File: config.mk
export PLATFORM = sky130hd
export DESIGN_NAME = vsm_ram
export DESIGN_NICKNAME = d
export VERILOG_FILES = /design/src/rtl/vsm_ram.sv
export SDC_FILE = /design/constraint.sdc
export NUM_CORES = 1
export LEC_CHECK = 0
export BUFFER_PORTS_ARGS = -buffer_cell sky130_fd_sc_hd__buf_2
export CORE_ASPECT_RATIO = 0.6
export CORE_MARGIN = 2
export CORE_UTILIZATION = 60
export DETAILED_ROUTE_END_ITERATION = 12
export GPL_ROUTABILITY_DRIVEN = 0
export PLACE_DENSITY = 0.78
export REMOVE_ABC_BUFFERS = 1
export SYNTH_ARGS = -nofsm -noshare
export SYNTH_HDL_FRONTEND = slang
export SYNTH_SLANG_ARGS = --single-unit
File: constraint.sdc
create_clock -name i_clk -period 3.4 [get_ports i_clk]
set_input_delay 0.17 -clock i_clk [delete_from_list [all_inputs] [get_ports i_clk]]
set_output_delay 0.17 -clock i_clk [all_outputs]
set_load 0.02 [all_outputs]
File: src/rtl/vsm_ram.sv
// ----------------------------------------------------------------------------
// vsm_ram - generic single-write, single-read RAM
// One write port and one read port; read data is registered.
// ----------------------------------------------------------------------------
module vsm_ram #(
    parameter int P_WIDTH = 16,
    parameter int P_DEPTH = 64
) (
    input  logic                                   i_clk,
    input  logic                                   i_we,
    input  logic [((P_DEPTH > 1) ? $clog2(P_DEPTH) : 1)-1:0] i_waddr,
    input  logic [P_WIDTH-1:0]                     i_wdata,
    input  logic [((P_DEPTH > 1) ? $clog2(P_DEPTH) : 1)-1:0] i_raddr,
    output logic [P_WIDTH-1:0]                     o_rdata
);

    logic [P_WIDTH-1:0] r_mem [P_DEPTH];
    logic [P_WIDTH-1:0] r_rdata;

    // write port and registered read
    always_ff @(posedge i_clk) begin
        if (i_we) begin
            r_mem[i_waddr] <= i_wdata;
        end
        r_rdata <= r_mem[i_raddr];
    end

    assign o_rdata = r_rdata;

endmodule

### Yosys cells after proc, flatten, opt, wreduce, memory -nomap -nowiden

Memories as Yosys holds them, arrays and structs flattened. A register that Yosys moved wholly into a read port is not among the register bits.
Index checks and enable logic that the tools add are counted.

* RAM bits: 1024
* latch bits: 0
* memories: 1
* input bits: 30
* output and inout port bits: 16
* bits in read-only memories: 0
* word-level logic and storage cells: 3
* flip-flop bits (word level): 0

* eq/ne operators: 0
* reductions and logical operators: 0
* shifts and indexed selects: 0
* multipliers: 0
* add/sub/neg operators: 0
* div/mod/pow operators: 0
* mux-type cells: 2
* bitwise gates (word level): 0
* order comparisons: 0

Memories
* r_mem: depth 64, width 16, read ports 1, clocked after memory_dff 1, write ports 1, RTL line 17 `logic [P_WIDTH-1:0] r_mem [P_DEPTH];`

Operator list (count)
* $mux 1: 2

### Depth between registers and ports, before layout

* depth after elaboration: 2
* mapped depth: 10
* depth with buffers taken out: 5

### Worst setup path after synthesis

No wires, ideal clock.

* path kind: input to register
* from: in i_waddr[3] (netlist name)
* to: mem r_mem[48][0], enable pin
* setup time: 0.409 ns
* path slack: 1.195 ns
* stages: 4
* data required time: 2.991 ns
* arrival time: 1.796 ns
* buffers on the path: 1
* cells stage by stage: clkbuf_1 -> nor2b_1 -> nand4b_1 -> nor3_1

RTL lines
* from (decl): RTL line 11 `input logic [((P_DEPTH > 1) ? $clog2(P_DEPTH) : 1)-1:0] i_waddr,`
* to (decl): RTL line 17

Straight into the memory's write port.

==> run metrics <==
worst reg2reg setup slack=0.96 ns; ys flop type=edfxtp_1; Port-buffer cells=45; part of the cycle the worst path needs=74.34%; final-report hold violation count=0; YS warnings=0; # H-tree levels=3; Syn Area/Cell=21.89 um^2; DPL Wire Length=61420 um; Max Root-Sink Buffers=3; Residual DRC=0; Worst Path Max Fanout=64; Synth-to-Final Area Change=11.36%; first-pass GRT wire length=141300 um; Slew headroom=11.22%; post-route setup slack=0.8726 ns; Routed WL=99470 um; vias in the first global route=19720; Synth area leader=edfxtp_1; CP endpoint=o_rdata[9]$_DFF_P_; Worst setup startpoint=i_raddr[1]; Initial Util=60.55%; max frequency=0.3957 GHz; die width=337.5 um; Crit path arrival time=3.02 ns; largest net degree at the start of global routing=65; Layout Nets=2022; max-cap viol count=0; Die Area=0.06889 mm^2; gr usage total=29.50%; Starting DRT DRC Count=3519; via count=20440; fraction of layout cells with a size suffix above 1=26.93%; Synth area leaders=edfxtp_1 77%, mux4_2 12%, mux2i_1 2.1%; Mapped Area=0.04004 mm^2; dpl ws=0.2809 ns; Die Ht=204.1 um; Total Neg Setup Slack=0 ns; RSZ-0062 raised after global routing=no; register area share after synthesis=77.59%; Crit Reg-Reg Startpoint=r_mem[62][9]$_DFFE_PP_; number of synthesized register bits=1040; Detailed Routing Iterations Pass 1=7; average vias per placed instance=6.896; measured slew at the worst slew-check pin=1.332 ns; status=finished clean; Clock Skew=0.02841 ns; Worst setup EP type=flop; total CTS buffers=87; Cells after Synth=1829; R2R Path End=o_rdata[9]$_DFF_P_; top-count cell post-synth=edfxtp_1; CTS root buf=clkbuf_16; fin. max-slew vios=0; routed len/inst=33.56 um; Worst Hold Class=in -> reg; I/O Pins=46; fin crit period=2.527 ns; std cell rows=73; clock sink count=1040; fill count=4096; clock latency on the worst-skew pair=0.66 ns; initial antenna violation count=7; Worst-path clk slew=0.07 ns; leakage=14.20 nW; Unique masters post-synth=43; core area=0.06613 mm^2; post-layout util=67.43%; EDFF count, synth=1024; crit path kind=in -> reg; VDD IR max=409.7 uV; R2R depth=4; most frequent cells after synthesis=1024 x edfxtp_1, 220 x mux4_2, 85 x mux2i_1; CTS tree=done; post-CTS setup buffers=0; final setup fails=0; asr flop ratio synth=0%; Post-DRT Antenna Nets=0; Critical Path Start Type=input pin; grt ovf=0; CP required=3.89 ns; share of the synthesized area in the top cell type=76.79%; Pwr Density=573.9 mW/mm^2
worst min path at each step:
| stage | to | depth (start not counted) | startpoint |
|---|---|---|---|
| after CTS | r_mem[5][4]$_DFFE_PP_ | 1 | i_wdata[4] |
| final | r_mem[5][4]$_DFFE_PP_ | 1 | i_wdata[4] |
| after global routing | r_mem[5][4]$_DFFE_PP_ | 1 | i_wdata[4] |
| after detailed placement | o_rdata[14] | 1 | o_rdata[14]$_DFF_P_ |
| after global placement | o_rdata[14] | 1 | o_rdata[14]$_DFF_P_ |
| after floorplan | r_mem[0][0]$_DFFE_PP_ | 0 | i_wdata[0] |
state kept, by name (all words and copies together) (netlist names):
| name | count |
|---|---|
| r_mem | 1024 |
| o_rdata | 16 |
repair_timing:
item / in CTS / in global routing
hold endpoints to repair: 4 / 0
resized for setup: 0 / 0
hold buffers: 1 / 0
cells in the final DEF (no fill, tap or decap), types with 12 or more instances in the layout:
master / netlist / layout
mux2i_1: 85 / 85
clkbuf_16: 0 / 90
mux4_2: 220 / 220
dfxtp_1: 16 / 16
edfxtp_1: 1024 / 1024
nor2b_1: 30 / 30
a21oi_1: 17 / 17
nor2_1: 72 / 72
buf_2: 36 / 42
clkinv_2: 0 / 15
nand2_1: 59 / 59
nand3_1: 24 / 24
clkinv_1: 0 / 12
nand4_1: 12 / 12
buf_4: 13 / 124
mux2_2: 27 / 27
a22oi_1: 39 / 39
a221oi_1: 16 / 16
clkbuf_1: 24 / 24
worst max-delay path, cell delays in order:
cell and delay, ns:
buf_6 0.57, nor2b_1 0.73, a221oi_1 0.22, a221oi_1 1.08, a311oi_1 0.07
power breakdown:
part | switching [mW] | leakage (nW) | total (mW) | internal [mW]
clock | 4.46 | 1.36 | 9.95 | 5.49
sequential | 0.0527 | 9.35 | 14.2 | 14.2
combinational | 0.920 | 3.49 | 1.40 | 0.484
total | 5.43 | 14.2 | 25.6 | 20.2
cells by family (layout without fill, tap and decap cells):
logic type	Yosys count	after routing	synth area share [%]
flip-flops	1040	1040	77.59
multiplexers	336	336	15.52
other	0	3	0
AND/OR/NAND/NOR	220	220	2.647
AO/OA/AOI/OAI	129	129	2.409
buffers and inverters	104	336	1.831
layer usage:
metal	routed length [um]	part of all wire (%)	GRT usage [%]
met1	38650	39	46.36
met2	42980	43	40.53
met3	15430	16	9.402
met4	2287	2.3	7.365
met5	126	0.13	1.348
stage by stage:
step           total power, mW  cell area, um^2  hold slack, ns  instances
3_3_place_gp             15.84            41790          0.5904       2802
6_report                 25.59            44590         0.07540       2964
3_5_place_dp             15.88            41790          0.5932       2802
5_1_grt                  26.17            44580         0.07351       2961
2_1_floorplan            15.05            39310          0.2689       1725
4_1_cts                  25.64            44580         0.03937       2961
cell type report:
cell class / instances / area, um^2 / area share [%]
diodes: 3 / 7.507 / 0.01684
repair buffers: 178 / 1351 / 3.031
clock inverters: 40 / 387.9 / 0.8699
well taps: 900 / 1126 / 2.525
clock buffers: 118 / 2397 / 5.376
flip-flops and latches: 1040 / 31070 / 69.68
multi-input cells: 685 / 8249 / 18.50
No activity file was read; power rests on OpenSTA's default activity.
