$ cat config.mk
export PLATFORM = sky130hd
export DESIGN_NAME = vsm_div
export DESIGN_NICKNAME = d
export VERILOG_FILES = /design/src/rtl/vsm_pkg.sv /design/src/rtl/vsm_div.sv
export SDC_FILE = /design/constraint.sdc
export NUM_CORES = 1
export LEC_CHECK = 0
export ABC_CLOCK_PERIOD_IN_PS = 2700
export BUFFER_PORTS_ARGS = -buffer_cell sky130_fd_sc_hd__buf_2
export CAP_MARGIN = 15
export CORE_ASPECT_RATIO = 1.1
export CORE_MARGIN = 5
export CORE_UTILIZATION = 50
export CTS_CLUSTER_DIAMETER = 30
export DETAILED_ROUTE_END_ITERATION = 10
export PLACE_DENSITY = 0.82
export SYNTH_ARGS = -nofsm -noshare
export SYNTH_HDL_FRONTEND = slang
export SYNTH_SLANG_ARGS = --single-unit
$ cat constraint.sdc
create_clock -name i_clk -period 2.7 [get_ports i_clk]
set_input_delay 0.135 -clock i_clk [delete_from_list [all_inputs] [get_ports i_clk]]
set_output_delay 0.135 -clock i_clk [all_outputs]
set_load 0.005 [all_outputs]
$ cat src/rtl/vsm_pkg.sv
// ----------------------------------------------------------------------------
// vsm_pkg - shared types and constants for the vector softmax core
// Sizes of the element buffers, arithmetic widths and the sequencer states.
// ----------------------------------------------------------------------------
package vsm_pkg;

    // buffer depth and derived widths
    localparam int MAX_ELEMENTS = 64;
    localparam int IDX_W        = (MAX_ELEMENTS > 1) ? $clog2(MAX_ELEMENTS) : 1;
    localparam int CNT_W        = $clog2(MAX_ELEMENTS + 1);
    localparam int SUM_W        = 16 + CNT_W;

    // data widths
    localparam int X_W    = 16;
    localparam int E_W    = 16;
    localparam int DVD_W  = 33;
    localparam int DVS_W  = 32;

    // exponential series
    localparam int TAYLOR_TERMS = 13;
    localparam int SQUARINGS    = 4;
    localparam int K_W          = 4;
    localparam int SQ_W         = 2;

    typedef enum logic [3:0] {
        S_LOAD,
        S_RD,
        S_T,
        S_MUL,
        S_DIVS,
        S_DIVW,
        S_SQ,
        S_SQR,
        S_WR,
        S_PRD,
        S_PDS,
        S_PDW,
        S_OUT
    } t_state;

endpackage

$ cat src/rtl/vsm_div.sv
// ----------------------------------------------------------------------------
// vsm_div - iterative restoring divider
// One quotient bit per cycle; done pulses for one cycle with the quotient held.
// ----------------------------------------------------------------------------
module vsm_div (
    input  logic                       i_clk,
    input  logic                       i_rst_n,
    input  logic                       i_start,
    input  logic [vsm_pkg::DVD_W-1:0]  i_dividend,
    input  logic [vsm_pkg::DVS_W-1:0]  i_divisor,
    output logic                       o_done,
    output logic [vsm_pkg::DVD_W-1:0]  o_quot
);

    localparam int CW = $clog2(vsm_pkg::DVD_W + 1);

    logic                      r_busy, n_busy;
    logic                      r_done, n_done;
    logic [CW-1:0]             r_cnt, n_cnt;
    logic [vsm_pkg::DVD_W-1:0] r_dvd, n_dvd;
    logic [vsm_pkg::DVS_W-1:0] r_dvs, n_dvs;
    logic [vsm_pkg::DVS_W-1:0] r_rem, n_rem;
    logic [vsm_pkg::DVS_W:0]   w_sh;
    logic [vsm_pkg::DVS_W:0]   w_diff;

    // control
    always_ff @(posedge i_clk) begin
        if (!i_rst_n) begin
            r_busy <= 1'b0;
            r_done <= 1'b0;
            r_cnt  <= '0;
        end else begin
            r_busy <= n_busy;
            r_done <= n_done;
            r_cnt  <= n_cnt;
        end
    end

    // datapath
    always_ff @(posedge i_clk) begin
        r_dvd <= n_dvd;
        r_dvs <= n_dvs;
        r_rem <= n_rem;
    end

    // shift in next dividend bit, trial subtract
    assign w_sh   = {r_rem, r_dvd[vsm_pkg::DVD_W-1]};
    assign w_diff = w_sh - {1'b0, r_dvs};

    always_comb begin
        n_busy = r_busy;
        n_done = 1'b0;
        n_cnt  = r_cnt;
        n_dvd  = r_dvd;
        n_dvs  = r_dvs;
        n_rem  = r_rem;
        if (i_start) begin
            n_busy = 1'b1;
            n_cnt  = CW'(vsm_pkg::DVD_W);
            n_dvd  = i_dividend;
            n_dvs  = i_divisor;
            n_rem  = '0;
        end else if (r_busy) begin
            if (!w_diff[vsm_pkg::DVS_W]) begin
                n_rem = w_diff[vsm_pkg::DVS_W-1:0];
                n_dvd = {r_dvd[vsm_pkg::DVD_W-2:0], 1'b1};
            end else begin
                n_rem = w_sh[vsm_pkg::DVS_W-1:0];
                n_dvd = {r_dvd[vsm_pkg::DVD_W-2:0], 1'b0};
            end
            n_cnt = r_cnt - CW'(1);
            if (r_cnt == CW'(1)) begin
                n_busy = 1'b0;
                n_done = 1'b1;
            end
        end
    end

    assign o_done = r_done;
    assign o_quot = r_dvd;

endmodule

Word level (Yosys, flattened, before mapping)
Index checks and enable logic that the tools add are counted.

word-level totals
  flip-flop bits (word level) = 105
  input port bits = 68
  output and inout bits = 34
  logic and storage cells = 25

cells by class
  $add $sub $neg = 2
  eq/ne operators = 1
  mux-type cells = 10
  bitwise operators = 2
  reductions and logical operators = 3

operator list
  operator             number
  $mux 33              2
  $sub 33x32->33       1
  $mux 32              1
  $mux 6               2
  $eq 6x1->1 const B   1
  $sub 6x1->6 const B  1
  $mux 1               5
  $reduce_or 3->1      1
  $not 1->1            2
  $reduce_bool 2->1    1
  $reduce_or 2->1      1

Depth between registers and ports, before layout
Gate-level depths: netlist of the first run.

  depth after elaboration = 4
  gate-level depth with buffers = 13
  gate-level depth less buffers = 12

Least setup slack after synthesis of the first run
Ideal clock, no wire load.

  kind = register to register
  start point = register r_dvd (netlist bit o_quot[32])
  end point = register r_rem[0] in the netlist's numbering
  setup time = 0.152 ns
  arrival time = 2.696 ns
  required time = 2.548 ns
  setup slack = -0.148 ns
  stages on the path, launching flop included = 14
  buffers on the path = 2
  clock period less this slack = 2.848 ns
  cells stage by stage = edfxtp_1 > inv_1 > ha_1 > fa_1 > nor2b_1 > o31a_1 > o21ba_2 > o21ai_2 > o31a_4 > xor2_2 > buf_6 > buf_2 > a31oi_1 > o21ai_1

between the ends
  longest elaborated chain between the ends = 2

ends and longest elaborated chain
  what                    RTL line       RTL
  from (decl)             vsm_div.sv:20  logic [vsm_pkg::DVD_W-1:0] r_dvd, n_dvd;
  from (signal assigned)  vsm_div.sv:41  r_dvd <= n_dvd;
  $sub 33x32->33          vsm_div.sv:48  assign w_diff = w_sh - {1'b0, r_dvs};
  $mux 32 (*)             vsm_div.sv:64  if (!w_diff[vsm_pkg::DVS_W]) begin
  to (signal assigned)    vsm_div.sv:43  r_rem <= n_rem;
  to (decl)               vsm_div.sv:22  logic [vsm_pkg::DVS_W-1:0] r_rem, n_rem;

Mark *: on every way between the ends. The rest lies on a longest branch, timed or not.
A chain may end at the register's enable or synchronous reset.

Final worst setup path of the first run
  start point = register r_dvs[0] in the netlist's numbering
  end point = register r_rem[31] in the netlist's numbering

between the ends
  longest elaborated chain between the ends = 2

ends and longest elaborated chain
  what                    RTL line       RTL
  from (decl)             vsm_div.sv:21  logic [vsm_pkg::DVS_W-1:0] r_dvs, n_dvs;
  from (signal assigned)  vsm_div.sv:42  r_dvs <= n_dvs;
  $sub 33x32->33          vsm_div.sv:48
  $mux 32                 vsm_div.sv:64

No other way between the ends.

==> results of run 1 <==
==> cells by family after synthesis <==
group | after synthesis | share of synthesized area (%)
XOR/XNOR | 30 | 4.606
buffers and inverters | 79 | 5.207
flip-flops | 105 | 45.64
multiplexers | 35 | 6.494
AO/OA/AOI/OAI | 143 | 17.22
adder cells (fa/ha/maj) | 35 | 7.386
AND/OR/NAND/NOR | 184 | 13.44
==> critical path: stages (launching register included) <==
cell	delay [ns]
sky130_fd_sc_hd__edfxtp_1	0.37
sky130_fd_sc_hd__ha_2	0.21
sky130_fd_sc_hd__fa_2	0.38
sky130_fd_sc_hd__nor2b_2	0.14
sky130_fd_sc_hd__o31a_1	0.18
sky130_fd_sc_hd__o21ba_4	0.15
sky130_fd_sc_hd__o21ai_2	0.07
sky130_fd_sc_hd__o31a_4	0.33
sky130_fd_sc_hd__buf_6	0.15
sky130_fd_sc_hd__buf_4	0.13
sky130_fd_sc_hd__nor4b_1	0.13
sky130_fd_sc_hd__a21oi_1	0.19
sky130_fd_sc_hd__o21ai_1	0.11
sky130_fd_sc_hd__a31o_1	0.21
==> flip-flops by register name (all words and copies together), names as in the netlist <==
signal  count
o_quot     33
r_rem      32
o_done      1
r_busy      1
r_dvs      32
r_cnt       6
==> cells in the final DEF, fill, tap and decap left out, types with 7 or more instances in the layout <==
cell,instances
sky130_fd_sc_hd__buf_2,100
sky130_fd_sc_hd__nand2_1,66
sky130_fd_sc_hd__edfxtp_1,65
sky130_fd_sc_hd__buf_4,59
sky130_fd_sc_hd__nor2_1,54
sky130_fd_sc_hd__inv_1,48
sky130_fd_sc_hd__dfxtp_1,40
sky130_fd_sc_hd__mux2_2,32
sky130_fd_sc_hd__dlygate4sd3_1,32
sky130_fd_sc_hd__ha_1,31
sky130_fd_sc_hd__a21oi_1,29
sky130_fd_sc_hd__xnor2_1,21
sky130_fd_sc_hd__nand3_1,17
sky130_fd_sc_hd__o21ai_0,17
sky130_fd_sc_hd__buf_6,13
sky130_fd_sc_hd__a311oi_1,9
sky130_fd_sc_hd__nor3_1,9
sky130_fd_sc_hd__clkbuf_16,9
sky130_fd_sc_hd__o21ai_1,8
sky130_fd_sc_hd__o21a_1,7
sky130_fd_sc_hd__a21o_1,7
sky130_fd_sc_hd__xor2_1,7
==> power by group through the flow <==
stage / clock [mW] / combinational (mW) / sequential [mW]
4_1_cts: 1.33 / 1.47 / 1.96
5_1_grt: 1.38 / 1.71 / 1.98
3_3_place_gp: 0 / 1.22 / 1.99
2_1_floorplan: 0 / 0.818 / 1.97
6_report: 1.30 / 1.58 / 1.97
3_5_place_dp: 0 / 1.26 / 2.00
==> per-stage QoR <==
step / hold slack (ns) / total power, mW
detailed placement: 0.3131 / 3.259
finish: 0.01269 / 4.853
CTS: 0.003095 / 4.763
global route: 0.01653 / 5.072
floorplan: 0.2339 / 2.792
global placement: 0.3121 / 3.204
==> layer usage <==
metal  vias to the layer above  GRT usage [%]
met5                         -              0
met4                         0          11.81
met3                        44          3.915
met2                       208          38.54
met1                      2557          26.13
li1                       2590              -
==> area by class of cell <==
| type | count | area (um2) |
|---|---|---|
| clock buffers | 9 | 225.2 |
| clock inverters | 7 | 60.06 |
| fillers | 861 | 3885 |
| inverters | 49 | 183.9 |
| multi-input cells | 427 | 3177 |
| flip-flops and latches | 105 | 2753 |
| well taps | 154 | 192.7 |
| repair buffers | 206 | 1453 |
==> worst paths after layout <==
check | slack [ns] | from | end | cells past startpoint
setup reg to reg | -0.15 | r_dvs[0] | r_rem[31] | 13
hold reg to reg | 0.48 | r_rem[21] | r_rem[21] | 2
setup / recovery | -0.15 | r_dvs[0] | r_rem[31] | 13
hold / removal | 0.01 | i_rst_n | r_cnt[5] | 2
==> what timing repair did <==
action,CTS,global route
endpoints found under the setup margin,32,33
hold endpoints to repair,32,0
hold buffers,32,0
setup buffers,11,7
cloned,3,0
resized for setup,38,23
pin swaps,28,16
==> results_tabular.tex, run 1 <==
\begin{tabular}{lr}
\hline
Metric & Value \\
\hline
\multicolumn{2}{l}{\textbf{Run status}} \\
\quad Result of the run & finished, violations left \\
\quad Violations in the final reports & negative setup slack \\
\multicolumn{2}{l}{\textbf{Pwr}} \\
\quad Peak supply drop & 0.0003433 V \\
\quad Net switching share of the total power & 32.21\% \\
\quad Fraction of power consumed by combinational cells & 32.6\% \\
\quad Clock power frac & 26.8\% \\
\quad Leak pwr & 3.456 nW \\
\quad Internal power of the cells & 3.290 mW \\
\quad Reg power frac & 40.6\% \\
\quad Power spent charging and discharging nets & 1.563 mW \\
\quad Pwr Density & 603.4 nW/um2 \\
\multicolumn{2}{l}{\textbf{STA}} \\
\quad FMAX & 350.9 MHz \\
\quad Fin worst setup slack & -0.1499 ns \\
\quad Worst-case headroom to the max-slew limit & 13.99\% \\
\quad Final worst path period need & 2.850 ns \\
\quad Sum Neg Setup Slack & -2.259 ns \\
\quad Setup repair after global routing missed its margin & true \\
\quad Worst clock skew & 0.007994 ns \\
\quad Transition time at the pin with the least slew margin & 1.285 ns \\
\quad Max-slew violations & 0 \\
\quad Crit share post-route & 105.6\% \\
\quad Final setup violation count & 28 \\
\quad Number of hold violations in the final report & 0 \\
\multicolumn{2}{l}{\textbf{Floorplanning}} \\
\quad Chip Width & 114.7 um \\
\quad Die height & 125.2 um \\
\quad Area of the die & 14360 um2 \\
\quad Placeable core region & 11930 um2 \\
\quad Core Rows & 42 \\
\quad Initial Util & 50.56\% \\
\quad I/O Pins & 102 \\
\multicolumn{2}{l}{\textbf{GRT}} \\
\quad Total overflow reported by the global router & 0 \\
\quad Global-route usage over all layers & 22.32\% \\
\quad Vias in the first global route & 5449 \\
\quad Largest net degree at the start of global routing & 43 \\
\quad Initial antenna violation count & 0 \\
\quad Wire length of the first global-routing pass & 25900 um \\
\multicolumn{2}{l}{\textbf{Drt}} \\
\quad Highest signal layer in the routed design & met4 \\
\quad Detail Route Antenna Nets & 0 \\
\quad Length of routed met2 wiring & 8399 um \\
\quad DRT iter0 DRCs & 427 \\
\quad Wirelength per Cell & 17.14 um \\
\quad Pre-Repair DR Iteration Count & 5 \\
\quad Via density & 5.642 \\
\quad DR DRC count & 0 \\
\quad Total length of routed wires & 16400 um \\
\quad Post-Route M1 WL & 6491 um \\
\quad Detail Route met3 WL & 883 um \\
\quad Overall via count from detail\_route & 5399 \\
\multicolumn{2}{l}{\textbf{Clock network}} \\
\quad Root buffer selected by CTS & sky130\_fd\_sc\_hd\_\_clkbuf\_16 \\
\quad Clock insertion delay at the later pin of the skew report & 0.36 ns \\
\quad Number of buffers created by CTS & 9 \\
\quad Clock sink count & 105 \\
\quad Maximum buffer depth of the clock tree & 2 \\
\quad TritonCTS clock tree & yes \\
\quad Number of levels the H-tree was split into & 3 \\
\quad Clock transition at the registers of the reported paths & 0.08 ns \\
\multicolumn{2}{l}{\textbf{Yosys}} \\
\quad Number of synthesized flops with an enable pin & 65 \\
\quad Cell type contributing the most total cell area after synthesis & sky130\_fd\_sc\_hd\_\_edfxtp\_1 \\
\quad Area share of the largest cell type after synthesis & 32.37\% \\
\quad Prevailing post-synth register cell & sky130\_fd\_sc\_hd\_\_edfxtp\_1 \\
\quad Synth Register Bits & 105 \\
\quad Number of warnings issued by yosys & 0 \\
\quad Most frequent cell after synthesis & sky130\_fd\_sc\_hd\_\_nand2\_1 \\
\quad Net count after synthesis & 714 \\
\quad Avg Cell Area, Syn & 9.870 um2 \\
\quad Commonest cells in the synthesized netlist & sky130\_fd\_sc\_hd\_\_nand2\_1, sky130\_fd\_sc\_hd\_\_edfxtp\_1, sky130\_fd\_sc\_hd\_\_nor2\_1 \\
\quad Number of instances in the synthesized netlist & 611 \\
\quad Syn Std Cell Area & 6031 um2 \\
\quad Async S/R FF share, synth & 0\% \\
\quad Seq/Total Area, Yosys & 45.64\% \\
\quad Top cells by area in the synthesized netlist & sky130\_fd\_sc\_hd\_\_edfxtp\_1, sky130\_fd\_sc\_hd\_\_dfxtp\_1, sky130\_fd\_sc\_hd\_\_ha\_1 \\
\quad Synth cell types & 66 \\
\multicolumn{2}{l}{\textbf{Setup path}} \\
\quad Crit. End Element & flop \\
\quad CP required & 2.96 ns \\
\quad Critical path launch point type & flop \\
\quad Crit path kind & reg2reg \\
\quad Critical path data arrival time & 3.11 ns \\
\quad Worst-path maximum fanout & 4 \\
\multicolumn{2}{l}{\textbf{Finish}} \\
\quad Number of nets at the end of the flow & 901 \\
\quad Final standard cell area without fillers & 8044 um2 \\
\quad Ratio of cells with drive above 1 in the final layout & 33.62\% \\
\quad Diode insertion count for antenna repair & 0 \\
\quad Final Non-Filler Cells & 957 \\
\quad Synth-to-Final Area Change & 33.38\% \\
\quad Post-layout util & 67.43\% \\
\multicolumn{2}{l}{\textbf{Run}} \\
\quad Number of maximum-capacitance violations & 0 \\
\multicolumn{2}{l}{\textbf{Placed design}} \\
\quad Minimum setup slack after placement & -0.2220 ns \\
\quad Final HPWL DP & 10990 um \\
\quad Area after DPL & 7003 um2 \\
\quad Placed instance count & 888 \\
\quad Final GP Congestion & 0.9517 \\
\quad Number of buffers added on ports & 101 \\
\multicolumn{2}{l}{\textbf{Min path}} \\
\quad Type of the tightest min-delay check & in2reg \\
\hline
\end{tabular}
Power figures use the tool's default switching activity.
==> run 2: changes to the inputs <==
CORE_ASPECT_RATIO = default   (was 1.1)
SKIP_LAST_GASP = 1   (was default)
==> results_tabular.tex, run 2 (synthesis gave the netlist of run 1 again) <==
\begin{tabular}{lr}
\hline
Metric & Value \\
\hline
\multicolumn{2}{l}{\textbf{Run status}} \\
\quad Result of the run & finished, violations left \\
\quad Violations in the final reports & negative setup slack \\
\multicolumn{2}{l}{\textbf{Floorplanning}} \\
\quad Initial Util & 50.63\% (+0.074 points) \\
\quad Die height & 119.8 um (-4.3\%) \\
\quad Area of the die & 14360 um2 (about the same) \\
\quad Placeable core region & 11910 um2 (-0.15\%) \\
\quad I/O Pins & 102 (unchanged) \\
\quad Core Rows & 40 (-4.8\%) \\
\quad Chip Width & 119.8 um (+4.5\%) \\
\multicolumn{2}{l}{\textbf{STA}} \\
\quad Transition time at the pin with the least slew margin & 1.141 ns (-0.1449 ns) \\
\quad Final setup violation count & 32 (+14\%) \\
\quad Final worst path period need & 2.853 ns (+0.002736 ns) \\
\quad Fin worst setup slack & -0.1526 ns (-0.002736 ns) \\
\quad Setup repair after global routing missed its margin & true \\
\quad Max-slew violations & 0 (unchanged) \\
\quad FMAX & 350.6 MHz (about the same) \\
\quad Tightest hold margin & 0.03548 ns (+0.02279 ns) \\
\quad Number of hold violations in the final report & 0 (unchanged) \\
\quad Sum Neg Setup Slack & -2.366 ns (-0.1075 ns) \\
\quad Worst-case headroom to the max-slew limit & 23.68\% (+9.7 points) \\
\quad Crit share post-route & 105.7\% (about the same) \\
\quad Worst clock skew & 0.009931 ns (+0.001937 ns) \\
\multicolumn{2}{l}{\textbf{GRT}} \\
\quad Met1 usage in global routing & 25.39\% (-0.73 points) \\
\quad Wire length of the first global-routing pass & 24720 um (-4.6\%) \\
\quad Largest net degree at the start of global routing & 66 (+53\%) \\
\quad Global-route met2 utilization & 36.86\% (-1.7 points) \\
\quad Grt met3 use & 5.137\% (+1.2 points) \\
\quad Vias in the first global route & 5265 (-3.4\%) \\
\quad Global-route usage over all layers & 21.18\% (-1.1 points) \\
\quad Total overflow reported by the global router & 0 (unchanged) \\
\quad Busiest metal layer after global routing & met2 \\
\quad Initial antenna violation count & 0 (unchanged) \\
\multicolumn{2}{l}{\textbf{Pwr}} \\
\quad Peak supply drop & 0.0003749 V (+9.2\%) \\
\quad Power spent charging and discharging nets & 1.498 mW (-4.2\%) \\
\quad Leak pwr & 3.358 nW (-2.8\%) \\
\quad Pwr Density & 597.8 nW/um2 (-0.92\%) \\
\quad Reg power frac & 42.0\% (+1.4 points) \\
\quad Total power after layout & 4.683 mW (-3.5\%) \\
\quad Clock power frac & 26.7\% (about the same) \\
\quad Fraction of power consumed by combinational cells & 31.3\% (-1.3 points) \\
\quad Net switching share of the total power & 31.98\% (-0.23 points) \\
\quad Internal power of the cells & 3.185 mW (-3.2\%) \\
\multicolumn{2}{l}{\textbf{Finish}} \\
\quad Synth-to-Final Area Change & 29.90\% \\
\quad Commonest non-fill, non-tap cell in the layout & sky130\_fd\_sc\_hd\_\_buf\_2 \\
\quad Final Non-Filler Cells & 929 (-2.9\%) \\
\quad Flip-flop count of the largest register, all copies and words added & 33 (unchanged) \\
\quad Diode insertion count for antenna repair & 0 (unchanged) \\
\quad Ratio of cells with drive above 1 in the final layout & 31.20\% (-2.4 points) \\
\quad Number of filler instances in the final layout & 872 (+1.3\%) \\
\quad Most frequent cells in the layout & sky130\_fd\_sc\_hd\_\_buf\_2, sky130\_fd\_sc\_hd\_\_nand2\_1, sky130\_fd\_sc\_hd\_\_edfxtp\_1 \\
\quad Post-layout util & 65.77\% (-1.7 points) \\
\quad Final standard cell area without fillers & 7834 um2 (-2.6\%) \\
\quad Number of nets at the end of the flow & 880 (-2.3\%) \\
\multicolumn{2}{l}{\textbf{Setup path}} \\
\quad Crit. End Element & flop \\
\quad Slack of the worst reg-to-reg path & -0.15 ns (about the same) \\
\quad R2r startpoint & r\_dvs[0] \\
\quad Worst-path maximum fanout & 26 (+22) \\
\quad Origin of the worst setup path & r\_dvs[0] \\
\quad Number of cells on the worst reg-to-reg path & 12 (-1) \\
\quad Critical path data arrival time & 3.14 ns (+0.03 ns) \\
\quad Crit path kind & reg2reg \\
\quad Critical path launch point type & flop \\
\quad CP required & 2.99 ns (+0.03 ns) \\
\quad R2R Path End & r\_rem[4] \\
\multicolumn{2}{l}{\textbf{Drt}} \\
\quad DR DRC count & 0 (unchanged) \\
\quad Wirelength per Cell & 16.83 um (-1.8\%) \\
\quad DRT iter0 DRCs & 406 (-4.9\%) \\
\quad Pre-Repair DR Iteration Count & 5 (unchanged) \\
\quad Detail Route Antenna Nets & 0 (unchanged) \\
\quad Overall via count from detail\_route & 5291 (-2.0\%) \\
\quad Via density & 5.695 (+0.95\%) \\
\quad Total length of routed wires & 15640 um (-4.7\%) \\
\multicolumn{2}{l}{\textbf{Min path}} \\
\quad Type of the tightest min-delay check & in2reg \\
\quad Launch instance of the worst min-delay path & i\_rst\_n \\
\quad Endpoint of the worst hold path & r\_cnt[5] \\
\quad Instance count along the most critical hold path & 2 (unchanged) \\
\multicolumn{2}{l}{\textbf{Placed design}} \\
\quad Final GP Congestion & 1.006 (+5.7\%) \\
\quad Number of buffers added on ports & 101 (unchanged) \\
\quad Placed instance count & 864 (-2.7\%) \\
\quad Final HPWL DP & 10480 um (-4.7\%) \\
\quad Minimum setup slack after placement & -0.2108 ns (+0.01116 ns) \\
\quad Area after DPL & 6879 um2 (-1.8\%) \\
\multicolumn{2}{l}{\textbf{Clock network}} \\
\quad Number of levels the H-tree was split into & 3 (unchanged) \\
\quad Root buffer selected by CTS & sky130\_fd\_sc\_hd\_\_clkbuf\_16 \\
\quad Clock sink count & 105 (unchanged) \\
\quad Clock insertion delay at the later pin of the skew report & 0.36 ns (about the same) \\
\quad Maximum buffer depth of the clock tree & 2 (unchanged) \\
\quad Number of buffers created by CTS & 9 (unchanged) \\
\quad Clock transition at the registers of the reported paths & 0.07 ns (about the same) \\
\quad TritonCTS clock tree & yes \\
\multicolumn{2}{l}{\textbf{Run}} \\
\quad Number of maximum-capacitance violations & 0 (unchanged) \\
\hline
\end{tabular}
-- run 2: cell types whose count changed in the layout (fill, tap and decap cells not counted), moves of 2 or more --
| cell | change |
|---|---|
| sky130_fd_sc_hd__inv_8 | -2 |
| sky130_fd_sc_hd__a211oi_2 | -3 |
| sky130_fd_sc_hd__a311oi_1 | +2 |
| sky130_fd_sc_hd__clkinv_2 | +3 |
| sky130_fd_sc_hd__a21oi_1 | +2 |
| sky130_fd_sc_hd__nand3_2 | +3 |
| sky130_fd_sc_hd__buf_4 | -14 |
| sky130_fd_sc_hd__a21oi_2 | -2 |
| sky130_fd_sc_hd__a211oi_1 | +2 |
| sky130_fd_sc_hd__nand2_4 | +2 |
| sky130_fd_sc_hd__a311oi_2 | -2 |
| sky130_fd_sc_hd__nand3_1 | -3 |
| sky130_fd_sc_hd__buf_6 | -7 |
| sky130_fd_sc_hd__clkinvlp_4 | -2 |
-- run 2: per-layer routing --
layer  wire length [um]  share of wire (%)  vias up
li1                   -                  -     2536
met1               6303                 40     2498
met2               7916                 51      213
met3                997                6.4       44
met4                418                2.7        0
met5                  0                  0        -
-- run 2: repair_timing --
| action | 4_1_cts | 5_1_grt |
|---|---|---|
| pin swaps | 14 | 18 |
| buffers inserted | 10 | 5 |
| hold buffers | 32 | 0 |
| setup endpoints to repair | 32 | 33 |
| gates cloned | 2 | 0 |
| endpoints found under the hold margin | 32 | 0 |
| gates resized for setup | 17 | 37 |
-- run 2: area by class of cell --
| type | count | area [um2] | area share [%] |
|---|---|---|---|
| timing repair buffer | 185 | 1261 | 16.10 |
| sequential | 105 | 2753 | 35.14 |
| multi-input combinational | 427 | 3177 | 40.55 |
| inverter | 49 | 183.9 | 2.348 |
| clock inverter | 7 | 50.05 | 0.6389 |
| clock buffer | 9 | 225.2 | 2.875 |
| tap | 147 | 183.9 | 2.348 |
-- run 2: power by group through the flow --
stage          registers, mW  clock network [mW]  logic [mW]
2_1_floorplan           1.97                   0       0.818
3_3_place_gp            1.98                   0        1.18
3_5_place_dp            1.99                   0        1.21
4_1_cts                 1.96                1.28        1.36
5_1_grt                 1.98                1.34        1.59
6_report                1.97                1.25        1.47
-- run 2: worst max-delay path by stage --
stage | end | slack, ns | cells past startpoint
floorplan | r_rem[0] | -0.002 | 13
global placement | r_rem[17] | -0.05 | 11
detailed placement | r_rem[30] | -0.21 | 12
CTS | r_rem[4] | -0.1 | 12
global route | r_rem[4] | -0.27 | 13
finish | r_rem[4] | -0.15 | 12
-- run 2: critical path: stages, from the launching register on --
cell                       delay (ns)
sky130_fd_sc_hd__edfxtp_1        0.42
sky130_fd_sc_hd__ha_4            0.19
sky130_fd_sc_hd__fa_2            0.36
sky130_fd_sc_hd__nor2b_2         0.15
sky130_fd_sc_hd__o31a_1          0.21
sky130_fd_sc_hd__o21ba_4         0.17
sky130_fd_sc_hd__o21ai_4         0.07
sky130_fd_sc_hd__o31a_4          0.34
sky130_fd_sc_hd__xor2_4          0.19
sky130_fd_sc_hd__buf_12          0.19
sky130_fd_sc_hd__a211oi_2        0.21
sky130_fd_sc_hd__a21oi_1         0.08
sky130_fd_sc_hd__a211oi_2        0.20
==> run 3: changes to the inputs <==
SETUP_SLACK_MARGIN = 0.4   (was default)
==> results_tabular.tex, run 3 (synthesis gave the netlist of run 1 again) <==
\begin{tabular}{lr}
\hline
Metric & Value \\
\hline
\multicolumn{2}{l}{\textbf{Drt}} \\
\quad DRT iter0 DRCs & 555 (+37\%) \\
\quad Total length of routed wires & 16690 um (+6.7\%) \\
\quad Pre-Repair DR Iteration Count & 5 (unchanged) \\
\quad Wirelength per Cell & 17.75 um (+5.5\%) \\
\quad DR DRC count & 0 (unchanged) \\
\quad Detail Route Antenna Nets & 0 (unchanged) \\
\quad Via density & 5.806 (+1.9\%) \\
\quad Overall via count from detail\_route & 5458 (+3.2\%) \\
\multicolumn{2}{l}{\textbf{Clock network}} \\
\quad Clock sink count & 105 (unchanged) \\
\quad Maximum buffer depth of the clock tree & 2 (unchanged) \\
\quad Root buffer selected by CTS & sky130\_fd\_sc\_hd\_\_clkbuf\_16 \\
\quad Clock insertion delay at the later pin of the skew report & 0.36 ns (about the same) \\
\quad TritonCTS clock tree & yes \\
\quad Clock transition at the registers of the reported paths & 0.07 ns (about the same) \\
\quad Number of buffers created by CTS & 9 (unchanged) \\
\quad Number of levels the H-tree was split into & 3 (unchanged) \\
\multicolumn{2}{l}{\textbf{Floorplanning}} \\
\quad I/O Pins & 102 (unchanged) \\
\quad Core Rows & 40 (unchanged) \\
\quad Placeable core region & 11910 um2 (unchanged) \\
\quad Initial Util & 50.63\% (unchanged) \\
\quad Die height & 119.8 um (unchanged) \\
\quad Area of the die & 14360 um2 (unchanged) \\
\quad Chip Width & 119.8 um (unchanged) \\
\multicolumn{2}{l}{\textbf{Min path}} \\
\quad Launch instance of the worst min-delay path & i\_rst\_n \\
\quad Endpoint of the worst hold path & r\_cnt[5] \\
\quad Instance count along the most critical hold path & 2 (unchanged) \\
\quad Type of the tightest min-delay check & in2reg \\
\multicolumn{2}{l}{\textbf{STA}} \\
\quad Worst clock skew & 0.01416 ns (+0.004232 ns) \\
\quad Setup repair after global routing missed its margin & true \\
\quad FMAX & 337.7 MHz (-3.7\%) \\
\quad Number of hold violations in the final report & 0 (unchanged) \\
\quad Max-slew violations & 0 (unchanged) \\
\quad Final setup violation count & 33 (+3.1\%) \\
\quad Fin worst setup slack & -0.2610 ns (-0.1084 ns) \\
\quad Worst-case headroom to the max-slew limit & 19.22\% (-4.5 points) \\
\quad Crit share post-route & 109.7\% (+4.0 points) \\
\quad Sum Neg Setup Slack & -5.041 ns (-2.675 ns) \\
\quad Final worst path period need & 2.961 ns (+0.1084 ns) \\
\quad Transition time at the pin with the least slew margin & 1.207 ns (+0.06677 ns) \\
\multicolumn{2}{l}{\textbf{Finish}} \\
\quad Ratio of cells with drive above 1 in the final layout & 32.03\% (+0.83 points) \\
\quad Number of filler instances in the final layout & 879 (+0.80\%) \\
\quad Area of all sequential standard cells & 2753 um2 (unchanged) \\
\quad Flip-flop count of the largest register, all copies and words added & 33 (unchanged) \\
\quad Synth-to-Final Area Change & 32.66\% \\
\quad Final standard cell area without fillers & 8000 um2 (+2.1\%) \\
\quad Area of combinational cells with multiple inputs & 3209 um2 (+1.0\%) \\
\quad Commonest non-fill, non-tap cell in the layout & sky130\_fd\_sc\_hd\_\_buf\_2 \\
\quad Diode insertion count for antenna repair & 0 (unchanged) \\
\quad Most frequent cells in the layout & sky130\_fd\_sc\_hd\_\_buf\_2, sky130\_fd\_sc\_hd\_\_nand2\_1, sky130\_fd\_sc\_hd\_\_edfxtp\_1 \\
\quad Number of nets at the end of the flow & 891 (+1.3\%) \\
\multicolumn{2}{l}{\textbf{Setup path}} \\
\quad CP required & 2.93 ns (-0.06 ns) \\
\quad Crit. End Element & flop \\
\quad Critical path launch point type & flop \\
\quad Buf+Inv Stages, Crit Path & 4 (+3) \\
\quad R2R Path End & r\_rem[22] \\
\quad Slowest stage cell on the critical path & sky130\_fd\_sc\_hd\_\_fa\_2 \\
\quad Most repeated library cell on the critical path & sky130\_fd\_sc\_hd\_\_buf\_6 \\
\quad Crit path kind & reg2reg \\
\quad Number of cells on the worst reg-to-reg path & 14 (+2) \\
\quad Cell-by-cell listing of the critical path & inv\_1 -> ha\_2 -> fa\_2 -> nor2b\_4 -> o31a\_1 -> o21ba\_4 -> o21ai\_4 -> o31a\_4 -> xor2\_4 -> buf\_6 -> buf\_12 -> buf\_6 -> a32oi\_2 -> o21ai\_1 \\
\quad Critical path data arrival time & 3.19 ns (+0.05 ns) \\
\quad Worst path top cell family by delay & compound AO/OA/AOI/OAI gates \\
\quad Largest stage delay on the critical path & 0.40 ns (-0.02 ns) \\
\quad Slack of the worst reg-to-reg path & -0.26 ns (-0.11 ns) \\
\quad R2r startpoint & o\_quot[32] \\
\quad Worst-path maximum fanout & 7 (-73\%) \\
\multicolumn{2}{l}{\textbf{GRT}} \\
\quad Vias in the first global route & 5494 (+4.3\%) \\
\quad Wire length of the first global-routing pass & 25690 um (+3.9\%) \\
\quad Total overflow reported by the global router & 0 (unchanged) \\
\quad Global-route usage over all layers & 22.05\% (+0.87 points) \\
\quad Largest net degree at the start of global routing & 55 (-17\%) \\
\quad Initial antenna violation count & 0 (unchanged) \\
\multicolumn{2}{l}{\textbf{Pwr}} \\
\quad Pwr Density & 609.0 nW/um2 (+1.9\%) \\
\quad Leak pwr & 3.425 nW (+2.0\%) \\
\quad Peak supply drop & 0.0002989 V (-20\%) \\
\multicolumn{2}{l}{\textbf{Run status}} \\
\quad Result of the run & finished, violations left \\
\quad Violations in the final reports & negative setup slack \\
\multicolumn{2}{l}{\textbf{Run}} \\
\quad Number of maximum-capacitance violations & 0 (unchanged) \\
\multicolumn{2}{l}{\textbf{Placed design}} \\
\quad Final HPWL DP & 10970 um (+4.7\%) \\
\quad Final GP Congestion & 0.9261 (-8.0\%) \\
\quad Area after DPL & 6954 um2 (+1.1\%) \\
\quad Number of buffers added on ports & 101 (unchanged) \\
\hline
\end{tabular}
## run 3: how the worst max path moves through the flow
| stage | startpoint | endpoint | slack, ns | depth (start not counted) |
|---|---|---|---|---|
| after global placement | r_dvs[0] | r_rem[26] | -0.10 | 12 |
| after global routing | o_quot[32] | r_rem[22] | -0.33 | 14 |
| after detailed placement | r_dvs[0] | r_rem[26] | -0.21 | 12 |
| after floorplan | o_quot[32] | r_rem[13] | 0.05 | 12 |
| after CTS | o_quot[32] | r_rem[26] | -0.10 | 13 |
| final | o_quot[32] | r_rem[22] | -0.26 | 14 |
## run 3: power by group
part / leakage, nW / internal (mW) / total (mW) / switching [mW]
Clock: 0.143 / 0.723 / 1.33 / 0.605
Combinational: 2.31 / 0.751 / 1.58 / 0.825
Sequential: 0.973 / 1.87 / 1.97 / 0.0982
Total: 3.43 / 3.34 / 4.87 / 1.53
## run 3: stage by stage
step           setup WS [ns]  hold slack (ns)  util [%]  power (mW)  cells
2_1_floorplan        0.05388           0.2339         -       2.807    611
3_3_place_gp         -0.1011           0.3110     58.38       3.192    871
3_5_place_dp         -0.2062           0.3131     58.38       3.241    871
4_1_cts              -0.1025          0.02832     64.57       4.660    925
5_1_grt              -0.3309          0.04029     67.16       5.089    940
6_report             -0.2610          0.03029     67.16       4.873    940
## run 3: layout make-up
class | instances | area share (%)
clock buffers | 10 | 2.862
inverters | 49 | 2.299
flip-flops and latches | 105 | 34.41
well taps | 147 | 2.299
clock inverters | 6 | 0.7976
repair buffers | 196 | 17.22
multi-input cells | 427 | 40.12
## run 3: metal layers
layer / wire length, um / up-vias / track usage [%]
met5: 0 / - / 0
met4: 658 / 0 / 12.17
met2: 8567 / 226 / 38.14
met3: 792 / 60 / 3.440
li1: - / 2568 / -
met1: 6669 / 2604 / 26.19
## run 3: repair_timing
action                                  CTS  global route
hold buffers                             32             0
pin swaps                                15            11
hold endpoints to repair                 32             0
gates cloned                              1             1
resized for setup                        16            36
endpoints found under the setup margin   33            33
buffers inserted                          5            14
